**src/sv/lrd_pkg.sv**
```systemverilog
package lrd_pkg;

  // Grid sides are taken from the 13-bit registers and clamped to 1..MAX_SIDE.
  localparam int unsigned MAX_SIDE = 4096;
  localparam int unsigned SIDE_W   = 13;
  localparam int unsigned CURSOR_W = 25;
  localparam int unsigned TOTAL_W  = 2 * SIDE_W;
  localparam int unsigned START_W  = 24;
  localparam int unsigned LEN_W    = 25;
  localparam int unsigned STATUS_W = 2;
  localparam int unsigned CHAR_W   = 8;

  localparam logic [SIDE_W-1:0] GRID_RESET = SIDE_W'(64);

  // Configuration register indexes.
  localparam logic CFG_GRID_WIDTH  = 1'b0;
  localparam logic CFG_GRID_HEIGHT = 1'b1;

  // Result status codes.
  localparam logic [STATUS_W-1:0] STATUS_RUN  = 2'd0;
  localparam logic [STATUS_W-1:0] STATUS_CLIP = 2'd1;
  localparam logic [STATUS_W-1:0] STATUS_END  = 2'd2;

  // Character codes.
  localparam logic [CHAR_W-1:0] CH_NL    = 8'h0A;
  localparam logic [CHAR_W-1:0] CH_TAB   = 8'h09;
  localparam logic [CHAR_W-1:0] CH_VT    = 8'h0B;
  localparam logic [CHAR_W-1:0] CH_FF    = 8'h0C;
  localparam logic [CHAR_W-1:0] CH_CR    = 8'h0D;
  localparam logic [CHAR_W-1:0] CH_SPACE = 8'h20;
  localparam logic [CHAR_W-1:0] CH_HASH  = 8'h23;
  localparam logic [CHAR_W-1:0] CH_ROW   = 8'h24;
  localparam logic [CHAR_W-1:0] CH_END   = 8'h21;
  localparam logic [CHAR_W-1:0] CH_LIVE  = 8'h6F;
  localparam logic [CHAR_W-1:0] CH_DEAD  = 8'h62;
  localparam logic [CHAR_W-1:0] CH_ZERO  = 8'h30;
  localparam logic [CHAR_W-1:0] CH_NINE  = 8'h39;

  // Commands passed from the parser to the run engine.
  typedef enum logic [1:0] {
    CMD_LIVE,
    CMD_DEAD,
    CMD_ROW,
    CMD_END
  } cmd_op_t;

  localparam int unsigned OP_W = 2;

  typedef enum logic [2:0] {
    BK_IDLE,
    BK_DIV,
    BK_ROW,
    BK_LEFT,
    BK_EVAL
  } bk_state_t;

  typedef struct packed {
    logic [START_W-1:0]  run_start;
    logic [LEN_W-1:0]    run_length;
    logic                run_value;
    logic [STATUS_W-1:0] status;
  } result_t;

  function automatic logic [SIDE_W-1:0] clamp_side(input logic [SIDE_W-1:0] reg_val);
    logic [SIDE_W-1:0] side;
    if (reg_val == '0) begin
      side = SIDE_W'(1);
    end else if (reg_val > SIDE_W'(MAX_SIDE)) begin
      side = SIDE_W'(MAX_SIDE);
    end else begin
      side = reg_val;
    end
    return side;
  endfunction

endpackage

```
**src/sv/lrd_front.sv**
```systemverilog
module lrd_front #(
  parameter int unsigned COUNT_BITS = 24
) (
  input  logic                            clk,
  input  logic                            rst_n,
  input  logic                            char_valid,
  input  logic [lrd_pkg::CHAR_W-1:0]      char_code,
  output logic                            cmd_push,
  output logic [COUNT_BITS+lrd_pkg::OP_W-1:0] cmd_data
);

  localparam int unsigned ACC_W = COUNT_BITS + 4;

  logic [COUNT_BITS-1:0] acc_r, acc_nxt;
  logic                  seen_r, seen_nxt;
  logic                  line_start_r, line_start_nxt;
  logic                  comment_r, comment_nxt;

  logic                  is_blank, is_digit, is_tag;
  logic [3:0]            digit;
  logic [ACC_W-1:0]      acc10;
  logic [COUNT_BITS-1:0] count_eff;
  lrd_pkg::cmd_op_t      op;

  always_comb begin
    is_blank = (char_code == lrd_pkg::CH_SPACE) || (char_code == lrd_pkg::CH_TAB) ||
               (char_code == lrd_pkg::CH_VT) || (char_code == lrd_pkg::CH_FF) ||
               (char_code == lrd_pkg::CH_CR);
    is_digit = (char_code >= lrd_pkg::CH_ZERO) && (char_code <= lrd_pkg::CH_NINE);
    digit    = 4'(char_code - lrd_pkg::CH_ZERO);
    // Count times ten as a shift-and-add.
    acc10    = (ACC_W'({acc_r, 3'b000}) + ACC_W'({acc_r, 1'b0})) + ACC_W'(digit);
    count_eff = seen_r ? acc_r : COUNT_BITS'(1);

    is_tag = 1'b1;
    op     = lrd_pkg::CMD_END;
    unique case (char_code)
      lrd_pkg::CH_LIVE: op = lrd_pkg::CMD_LIVE;
      lrd_pkg::CH_DEAD: op = lrd_pkg::CMD_DEAD;
      lrd_pkg::CH_ROW:  op = lrd_pkg::CMD_ROW;
      lrd_pkg::CH_END:  op = lrd_pkg::CMD_END;
      default:          is_tag = 1'b0;
    endcase
  end

  always_comb begin
    acc_nxt        = acc_r;
    seen_nxt       = seen_r;
    line_start_nxt = line_start_r;
    comment_nxt    = comment_r;
    cmd_push       = 1'b0;
    if (char_valid) begin
      if (char_code == lrd_pkg::CH_NL) begin
        line_start_nxt = 1'b1;
        comment_nxt    = 1'b0;
        seen_nxt       = 1'b0;
        acc_nxt        = '0;
      end else if (comment_r) begin
        // Rest of a comment line is ignored.
      end else if (line_start_r && is_blank) begin
        // Leading blanks keep the line at its start.
      end else if (line_start_r && (char_code == lrd_pkg::CH_HASH)) begin
        comment_nxt    = 1'b1;
        line_start_nxt = 1'b0;
      end else begin
        line_start_nxt = 1'b0;
        if (is_digit) begin
          seen_nxt = 1'b1;
          if (acc10 > ACC_W'({COUNT_BITS{1'b1}})) begin
            acc_nxt = '1;
          end else begin
            acc_nxt = acc10[COUNT_BITS-1:0];
          end
        end else begin
          seen_nxt = 1'b0;
          acc_nxt  = '0;
          cmd_push = is_tag;
        end
      end
    end
  end

  assign cmd_data = {op, count_eff};

  always_ff @(posedge clk) begin
    if (!rst_n) begin
      acc_r        <= '0;
      seen_r       <= 1'b0;
      line_start_r <= 1'b1;
      comment_r    <= 1'b0;
    end else begin
      acc_r        <= acc_nxt;
      seen_r       <= seen_nxt;
      line_start_r <= line_start_nxt;
      comment_r    <= comment_nxt;
    end
  end

endmodule

```
**src/sv/lrd_cmd_fifo.sv**
```systemverilog
module lrd_cmd_fifo #(
  parameter int unsigned WIDTH = 26
) (
  input  logic             clk,
  input  logic             rst_n,
  input  logic             push,
  input  logic [WIDTH-1:0] push_data,
  output logic             full,
  input  logic             pop,
  output logic             valid,
  output logic [WIDTH-1:0] pop_data
);

  localparam int unsigned DEPTH = 2;
  localparam int unsigned CNT_W = 2;

  logic [WIDTH-1:0] mem_r [DEPTH];
  logic             wr_ptr_r, rd_ptr_r;
  logic [CNT_W-1:0] cnt_r;
  logic             do_push, do_pop;

  assign full     = (cnt_r == CNT_W'(DEPTH));
  assign valid    = (cnt_r != '0);
  assign pop_data = mem_r[rd_ptr_r];
  assign do_push  = push && !full;
  assign do_pop   = pop && valid;

  always_ff @(posedge clk) begin
    if (do_push) begin
      mem_r[wr_ptr_r] <= push_data;
    end
  end

  always_ff @(posedge clk) begin
    if (!rst_n) begin
      wr_ptr_r <= 1'b0;
      rd_ptr_r <= 1'b0;
      cnt_r    <= '0;
    end else begin
      if (do_push) begin
        wr_ptr_r <= ~wr_ptr_r;
      end
      if (do_pop) begin
        rd_ptr_r <= ~rd_ptr_r;
      end
      case ({do_push, do_pop})
        2'b10:   cnt_r <= cnt_r + CNT_W'(1);
        2'b01:   cnt_r <= cnt_r - CNT_W'(1);
        default: cnt_r <= cnt_r;
      endcase
    end
  end

endmodule

```
**src/sv/lrd_back.sv**
```systemverilog
module lrd_back #(
  parameter int unsigned COUNT_BITS = 24
) (
  input  logic                                clk,
  input  logic                                rst_n,
  input  logic [lrd_pkg::SIDE_W-1:0]          grid_width,
  input  logic [lrd_pkg::SIDE_W-1:0]          grid_height,
  input  logic                                cmd_valid,
  input  logic [COUNT_BITS+lrd_pkg::OP_W-1:0] cmd_data,
  output logic                                cmd_pop,
  output logic                                res_valid,
  output lrd_pkg::result_t                    res,
  input  logic                                res_pop
);

  localparam int unsigned SIDE_W   = lrd_pkg::SIDE_W;
  localparam int unsigned CURSOR_W = lrd_pkg::CURSOR_W;
  localparam int unsigned TOTAL_W  = lrd_pkg::TOTAL_W;
  localparam int unsigned PROD_W   = COUNT_BITS + SIDE_W;
  localparam int unsigned REQ_W    = PROD_W + 1;
  localparam int unsigned CMP_W    = (REQ_W > TOTAL_W) ? REQ_W : TOTAL_W;
  localparam int unsigned STEP_W   = $clog2(CURSOR_W);

  lrd_pkg::bk_state_t state_r, state_nxt;
  lrd_pkg::cmd_op_t   op_r, cmd_op;
  logic [COUNT_BITS-1:0] count_r, cmd_count;
  logic [REQ_W-1:0]      req_r;
  logic [PROD_W-1:0]     prod_r;
  logic [CURSOR_W-1:0]   cursor_r, div_r;
  logic [SIDE_W-1:0]     rem_r;
  logic [STEP_W-1:0]     step_r;
  logic [TOTAL_W-1:0]    total_r, left_r;
  logic                  halted_r;
  logic                  res_valid_r;
  lrd_pkg::result_t      res_r;

  logic [SIDE_W-1:0]     w_side, h_side, pad;
  logic [SIDE_W:0]       div_sh;
  logic                  div_ge;
  logic                  emit, res_load;
  logic [CMP_W-1:0]      req_cmp, left_cmp, len_cmp;
  logic                  clip;

  assign cmd_op    = lrd_pkg::cmd_op_t'(cmd_data[COUNT_BITS+lrd_pkg::OP_W-1:COUNT_BITS]);
  assign cmd_count = cmd_data[COUNT_BITS-1:0];
  assign w_side    = lrd_pkg::clamp_side(grid_width);
  assign h_side    = lrd_pkg::clamp_side(grid_height);

  // One restoring step of cursor modulo width.
  assign div_sh = {rem_r, div_r[CURSOR_W-1]};
  assign div_ge = div_sh >= {1'b0, w_side};
  assign pad    = (rem_r != '0) ? (w_side - rem_r) : '0;

  assign req_cmp  = CMP_W'(req_r);
  assign left_cmp = CMP_W'(left_r);
  assign clip     = req_cmp > left_cmp;
  assign len_cmp  = clip ? left_cmp : req_cmp;
  assign emit     = (op_r == lrd_pkg::CMD_END) || (req_r != '0);

  always_comb begin
    state_nxt = state_r;
    unique case (state_r)
      lrd_pkg::BK_IDLE: begin
        if (cmd_valid && !halted_r) begin
          state_nxt = (cmd_op == lrd_pkg::CMD_ROW) ? lrd_pkg::BK_DIV : lrd_pkg::BK_LEFT;
        end
      end
      lrd_pkg::BK_DIV: begin
        if (step_r == STEP_W'(CURSOR_W - 1)) begin
          state_nxt = lrd_pkg::BK_ROW;
        end
      end
      lrd_pkg::BK_ROW:  state_nxt = lrd_pkg::BK_LEFT;
      lrd_pkg::BK_LEFT: state_nxt = lrd_pkg::BK_EVAL;
      lrd_pkg::BK_EVAL: begin
        if (!emit || !res_valid_r) begin
          state_nxt = lrd_pkg::BK_IDLE;
        end
      end
      default: state_nxt = lrd_pkg::BK_IDLE;
    endcase
  end

  always_comb begin
    cmd_pop  = (state_r == lrd_pkg::BK_IDLE) && cmd_valid;
    res_load = (state_r == lrd_pkg::BK_EVAL) && emit && !res_valid_r;
  end

  // Payload and datapath registers.
  always_ff @(posedge clk) begin
    total_r <= TOTAL_W'(w_side) * TOTAL_W'(h_side);
    left_r  <= (TOTAL_W'(cursor_r) < total_r) ? (total_r - TOTAL_W'(cursor_r)) : '0;
    prod_r  <= PROD_W'(count_r - COUNT_BITS'(1)) * PROD_W'(w_side);
    if (cmd_pop) begin
      op_r    <= cmd_op;
      count_r <= cmd_count;
      req_r   <= REQ_W'(cmd_count);
      rem_r   <= '0;
      div_r   <= cursor_r;
      step_r  <= '0;
    end
    if (state_r == lrd_pkg::BK_DIV) begin
      rem_r  <= div_ge ? SIDE_W'(div_sh - {1'b0, w_side}) : div_sh[SIDE_W-1:0];
      div_r  <= {div_r[CURSOR_W-2:0], 1'b0};
      step_r <= step_r + STEP_W'(1);
    end
    if (state_r == lrd_pkg::BK_ROW) begin
      req_r <= REQ_W'(pad) + ((count_r > COUNT_BITS'(1)) ? REQ_W'(prod_r) : '0);
    end
    if (res_load) begin
      res_r.run_start <= cursor_r[lrd_pkg::START_W-1:0];
      if (op_r == lrd_pkg::CMD_END) begin
        res_r.run_length <= '0;
        res_r.run_value  <= 1'b0;
        res_r.status     <= lrd_pkg::STATUS_END;
      end else begin
        res_r.run_length <= len_cmp[lrd_pkg::LEN_W-1:0];
        res_r.run_value  <= (op_r == lrd_pkg::CMD_LIVE);
        res_r.status     <= clip ? lrd_pkg::STATUS_CLIP : lrd_pkg::STATUS_RUN;
      end
    end
  end

  // Control state.
  always_ff @(posedge clk) begin
    if (!rst_n) begin
      state_r     <= lrd_pkg::BK_IDLE;
      cursor_r    <= '0;
      halted_r    <= 1'b0;
      res_valid_r <= 1'b0;
    end else begin
      state_r <= state_nxt;
      if (res_load) begin
        res_valid_r <= 1'b1;
        if (op_r == lrd_pkg::CMD_END) begin
          halted_r <= 1'b1;
        end else begin
          cursor_r <= cursor_r + len_cmp[CURSOR_W-1:0];
          if (clip) begin
            halted_r <= 1'b1;
          end
        end
      end else if (res_pop && res_valid_r) begin
        res_valid_r <= 1'b0;
      end
    end
  end

  assign res_valid = res_valid_r;
  assign res       = res_r;

endmodule

```
**src/sv/life_rle_pattern_decoder_top.sv**
```systemverilog
// Channel   Ports                                    Moves
// input     in_push, in_full, in_char_code           one pattern body byte per request
// result    out_pop, out_empty, out_run_*, out_status one run or end mark per request
// config    cfg_we, cfg_index, cfg_wdata             grid width (0) or grid height (1)
//
// The parser takes one byte per cycle while the command queue has room; digits, blanks
// and comment text cost nothing more. An 'o' or 'b' takes the run engine through LEFT
// and EVAL; a '$' first runs the 25-step width divider for the cursor column, then ROW.
// Reset is synchronous and active low; it needs no clearing pass.
// A two-entry command queue lets the parser keep taking bytes while a run waits on pop.

module life_rle_pattern_decoder_top #(
  parameter int unsigned COUNT_BITS = 24
) (
  input  logic                             clk,
  input  logic                             rst_n,

  input  logic                             in_push,
  output logic                             in_full,
  input  logic [lrd_pkg::CHAR_W-1:0]       in_char_code,

  output logic                             out_empty,
  input  logic                             out_pop,
  output logic [lrd_pkg::START_W-1:0]      out_run_start,
  output logic [lrd_pkg::LEN_W-1:0]        out_run_length,
  output logic                             out_run_value,
  output logic [lrd_pkg::STATUS_W-1:0]     out_status,

  input  logic                             cfg_we,
  input  logic                             cfg_index,
  input  logic [lrd_pkg::SIDE_W-1:0]       cfg_wdata
);

  localparam int unsigned CMD_W = COUNT_BITS + lrd_pkg::OP_W;

  logic [lrd_pkg::SIDE_W-1:0] grid_width_r, grid_height_r;
  logic                       char_valid;
  logic                       cmd_push, cmd_valid, cmd_pop;
  logic [CMD_W-1:0]           cmd_in, cmd_out;
  logic                       res_valid;
  lrd_pkg::result_t           res;

  // Configuration registers; to be written only while the block is idle (not enforced).
  always_ff @(posedge clk) begin
    if (!rst_n) begin
      grid_width_r  <= lrd_pkg::GRID_RESET;
      grid_height_r <= lrd_pkg::GRID_RESET;
    end else if (cfg_we) begin
      case (cfg_index)
        lrd_pkg::CFG_GRID_WIDTH:  grid_width_r  <= cfg_wdata;
        lrd_pkg::CFG_GRID_HEIGHT: grid_height_r <= cfg_wdata;
        default: ;
      endcase
    end
  end

  // A byte is taken whenever the command queue has room, since any byte can be a tag.
  assign char_valid = in_push && !in_full;

  lrd_front #(
    .COUNT_BITS(COUNT_BITS)
  ) u_front (
    .clk       (clk),
    .rst_n     (rst_n),
    .char_valid(char_valid),
    .char_code (in_char_code),
    .cmd_push  (cmd_push),
    .cmd_data  (cmd_in)
  );

  lrd_cmd_fifo #(
    .WIDTH(CMD_W)
  ) u_cmd_fifo (
    .clk      (clk),
    .rst_n    (rst_n),
    .push     (cmd_push),
    .push_data(cmd_in),
    .full     (in_full),
    .pop      (cmd_pop),
    .valid    (cmd_valid),
    .pop_data (cmd_out)
  );

  // The run engine owns the cursor and the halt flag, and drops commands once halted.
  lrd_back #(
    .COUNT_BITS(COUNT_BITS)
  ) u_back (
    .clk        (clk),
    .rst_n      (rst_n),
    .grid_width (grid_width_r),
    .grid_height(grid_height_r),
    .cmd_valid  (cmd_valid),
    .cmd_data   (cmd_out),
    .cmd_pop    (cmd_pop),
    .res_valid  (res_valid),
    .res        (res),
    .res_pop    (out_pop)
  );

  assign out_empty      = !res_valid;
  assign out_run_start  = res.run_start;
  assign out_run_length = res.run_length;
  assign out_run_value  = res.run_value;
  assign out_status     = res.status;

endmodule

```
**config.mk**
```make
export PLATFORM = sky130hd
export DESIGN_NAME = life_rle_pattern_decoder_top
export DESIGN_NICKNAME = d
export VERILOG_FILES = /design/src/sv/lrd_pkg.sv /design/src/sv/lrd_front.sv /design/src/sv/lrd_cmd_fifo.sv /design/src/sv/lrd_back.sv /design/src/sv/life_rle_pattern_decoder_top.sv
export SDC_FILE = /design/constraint.sdc
export NUM_CORES = 2
export LEC_CHECK = 0
export BUFFER_PORTS_ARGS = -buffer_cell sky130_fd_sc_hd__buf_2
export CELL_PAD_IN_SITES_DETAIL_PLACEMENT = 1
export CELL_PAD_IN_SITES_GLOBAL_PLACEMENT = 1
export CORE_MARGIN = 1
export CORE_UTILIZATION = 37
export DETAILED_ROUTE_END_ITERATION = 7
export GPL_ROUTABILITY_DRIVEN = 0
export PLACE_DENSITY = 0.7
export SYNTH_ARGS = -nofsm -noshare
export SYNTH_HDL_FRONTEND = slang
export SYNTH_SLANG_ARGS = --single-unit
export TNS_END_PERCENT = 1
```
**constraint.sdc**
```tcl
create_clock -name clk -period 16.75 [get_ports clk]
set_input_delay 0.8375 -clock clk [delete_from_list [all_inputs] [get_ports clk]]
set_output_delay 0.8375 -clock clk [all_outputs]
set_load 0.1 [all_outputs]
```
==> flow_summary.toml <==
[logic_synthesis]
async_reset_ff_share_pct = 0
netlist_instances = 4017
synth_edf_count = 210
avgSynthCellArea_um2 = 9.18
synth_seq_cells = 388
synth_nets = 4755
synth_ff_type = "edfxtp_1"
syn-cell-area_mm2 = 0.0369
ys.warnings.count = 0
seq_area_frac_synth_pct = 26.8
yosysUniqueCellTypes = 89

[placement]
hpwl_mm = 87.9
port_buffers = 80

[job]
max_cap_violations = 0

[grt]
grt_pass1_wl_mm = 175
gr-total-overflow = 0
grtUsageTotal_pct = 22.2
grt_pass1_vias = 30700
grt_max_degree = 56
antenna_found_initial = 1

[routing]
wl_mm = 110
drc = 0
dr.first_iter.drc_count = 1418
wl_per_cell_um = 20.4
ant_nets = 0
vias = 28200
drt_first_pass_iters = 5
avgViaCountPerCell = 5.24

[finish]
diodes = 0
final_cell_mix = "inv_1 (642), nand2_1 (472), fa_1 (417), nor2_1 (378), ha_1 (294)"
drive_gt1_share_pct = 7.01
final_nets = 4795
area_growth_pct = 9.12
final_common_cell = "inv_1"

[timing]
period_share_pct = 49.7
slew_viol_final = 0
fin_tns_setup_ns = 0
rsz0062_at_grt = "no"
clock_skew_ns = 0.0611
setup_viol = 0
finalHoldViolCount = 0
tightestPinTransition_ns = 1.17
relSlewSlack_pct = 22.1
fmaxAchievable_ghz = 0.120
finalCriticalPeriod_ns = 8.33

[setup_path]
cpPeakStageDelay_ns = 0.59
rr_startpoint = "u_back.count_r[0]"
arrival_ns = 8.80
r2r_end = "u_back.prod_r[29]"
path_max_fanout = 13
path_class = "reg -> reg"
crit_start = "u_back.count_r[0]"
critPathBufInv = 5
cp_top_family = "adder cells"
worst_setup_path_end_kind = "flip-flop"
cp-start-kind = "flip-flop"
crit_slowest_cell = "edfxtp_1"
worstPathRequired_ns = 17.22
endpoint = "u_back.prod_r[29]"
worstSetupPathDepth = 26
ff2ff_setup_slack_ns = 8.42
timing.reg2reg.worst_path_depth = 26

[die]
die_h_um = 318
start_util_pct = 37.4
die_x_um = 318
coreArea_mm2 = 0.0986
pin_count = 81
die-area_mm2 = 0.101
rows = 115

[clocking]
cts_tree = "done"
cts.sinks = 388
cts_setup_buffers = 0
ctsHoldBuffers = 0
clock_path_buffers = 3
cts-root-buf = "clkbuf_16"
numCtsBuffers = 45
clkTransAtPathRegs_ns = 0.07
post_cts_resized = 0
htree_levels = 2
clk_latency_ns = 0.64

[power]
p_leak_nw = 18.1
irDropWorstVdd_uv = 119
finalPower_mw = 4.54
p_per_area_mw_per_mm2 = 113

[run_status]
status = "finished, final reports clean"

[min_path]
hold_class = "in -> reg"
[cells by family after synthesis]
logic type                 synth area share [%]
adders and majority gates                  32.6
buffers and inverters                      8.02
and+or+nand+nor                            16.0
xor gates and xnor gates                   4.84
DFF                                        26.8
muxes                                      1.96
AOI/OAI and AO/OA                          9.77
[Yosys cell counts, types with 18 or more instances]
cell,count,area share (%)
nor4_1,19,0.32
nand2_1,472,4.8
o21a_1,33,0.67
nor2b_1,44,0.75
nand2b_1,44,0.75
buf_2,18,0.24
mux2_2,47,1.4
dfxtp_1,178,9.7
a22o_1,24,0.57
nor2_1,380,3.9
xnor2_1,122,2.9
ha_1,294,10
inv_1,644,6.6
nand3_1,44,0.60
nand4_1,28,0.48
and3_1,33,0.56
a21oi_1,225,3.1
a31oi_1,27,0.46
a211oi_1,32,0.65
o21ai_0,89,1.2
a21o_1,43,0.88
or3_1,25,0.42
nor3_1,74,1.0
xor2_1,80,1.9
fa_1,417,23
and2_1,84,1.4
edfxtp_1,210,17
clkbuf_1,98,1.0
[how the worst min path moves through the flow]
stage,startpoint,to,slack (ns),cells after the start
after floorplan,u_back.halted_r,u_back.halted_r,0.42,2
after global placement,u_back.halted_r,u_back.halted_r,0.44,2
after detailed placement,u_back.halted_r,u_back.halted_r,0.45,2
after CTS,cfg_wdata[6],grid_height_r[6],0.39,3
after global routing,cfg_wdata[6],grid_height_r[6],0.44,3
final,cfg_wdata[6],grid_height_r[6],0.44,3
[layout make-up]
type | instances | area (µm²)
fill | 11400 | 58300
multi-input combinational | 2849 | 24100
sequential | 388 | 9870
inverter | 651 | 2440
tap | 1287 | 1610
clock buffer | 58 | 1210
timing repair buffer | 122 | 716
clock inverter | 26 | 282
[worst register-to-register path: stages (launching register included)]
cell       delay (ns)
edfxtp_1         0.59
inv_1            0.23
ha_1             0.30
nand2_1          0.19
or3_1            0.43
or3_1            0.38
xor2_1           0.57
nor2_1           0.14
fa_1             0.57
inv_1            0.06
fa_1             0.53
inv_1            0.05
fa_1             0.46
fa_1             0.49
inv_1            0.05
fa_1             0.56
inv_1            0.05
ha_1             0.36
nand3_1          0.19
or4_1            0.54
o2bb2ai_1        0.28
a41oi_1          0.30
o21ai_1          0.28
and2_1           0.23
a21o_1           0.13
a21oi_1          0.07
xnor2_1          0.13
[per-layer routing]
layer | share of wire, % | up-vias | GRT usage [%] | wire (µm)
li1 | - | 13100 | - | -
met1 | 44 | 14400 | 28.6 | 48100
met2 | 49 | 481 | 38.2 | 53300
met3 | 3.8 | 163 | 2.55 | 4210
met4 | 3.8 | 0 | 7.93 | 4190
met5 | 0 | - | 0 | 0
[where the power goes]
group	switching, mW	internal (mW)	total, mW
Sequential	0.153	1.22	1.37
Clock	0.444	0.556	1.00
Combinational	1.34	0.824	2.17
Total	1.94	2.60	4.54
[metrics by stage]
step	instance area (µm²)	utilization, %	hold slack [ns]	setup slack (ns)	instances
floorplan	36900	-	0.422	9.64	4017
global placement	38700	39.3	0.436	8.79	5297
detailed placement	38700	39.3	0.449	8.59	5297
CTS	40200	40.8	0.386	8.51	5381
global route	40200	40.8	0.438	7.98	5381
finish	40200	40.8	0.442	8.42	5381
[state kept, by name, summed over array words and instances (netlist names), 24 cells and up, named ones only]
name / cells
u_back.count_r: 24
u_back.cursor_r: 25
u_back.div_r: 25
u_back.left_r: 26
u_back.prod_r: 37
u_back.req_cmp: 38
u_back.res: 52
u_back.total_r: 26
u_cmd_fifo.mem_r: 52
u_front.acc_r: 24
Power figures use the tool's default switching activity.
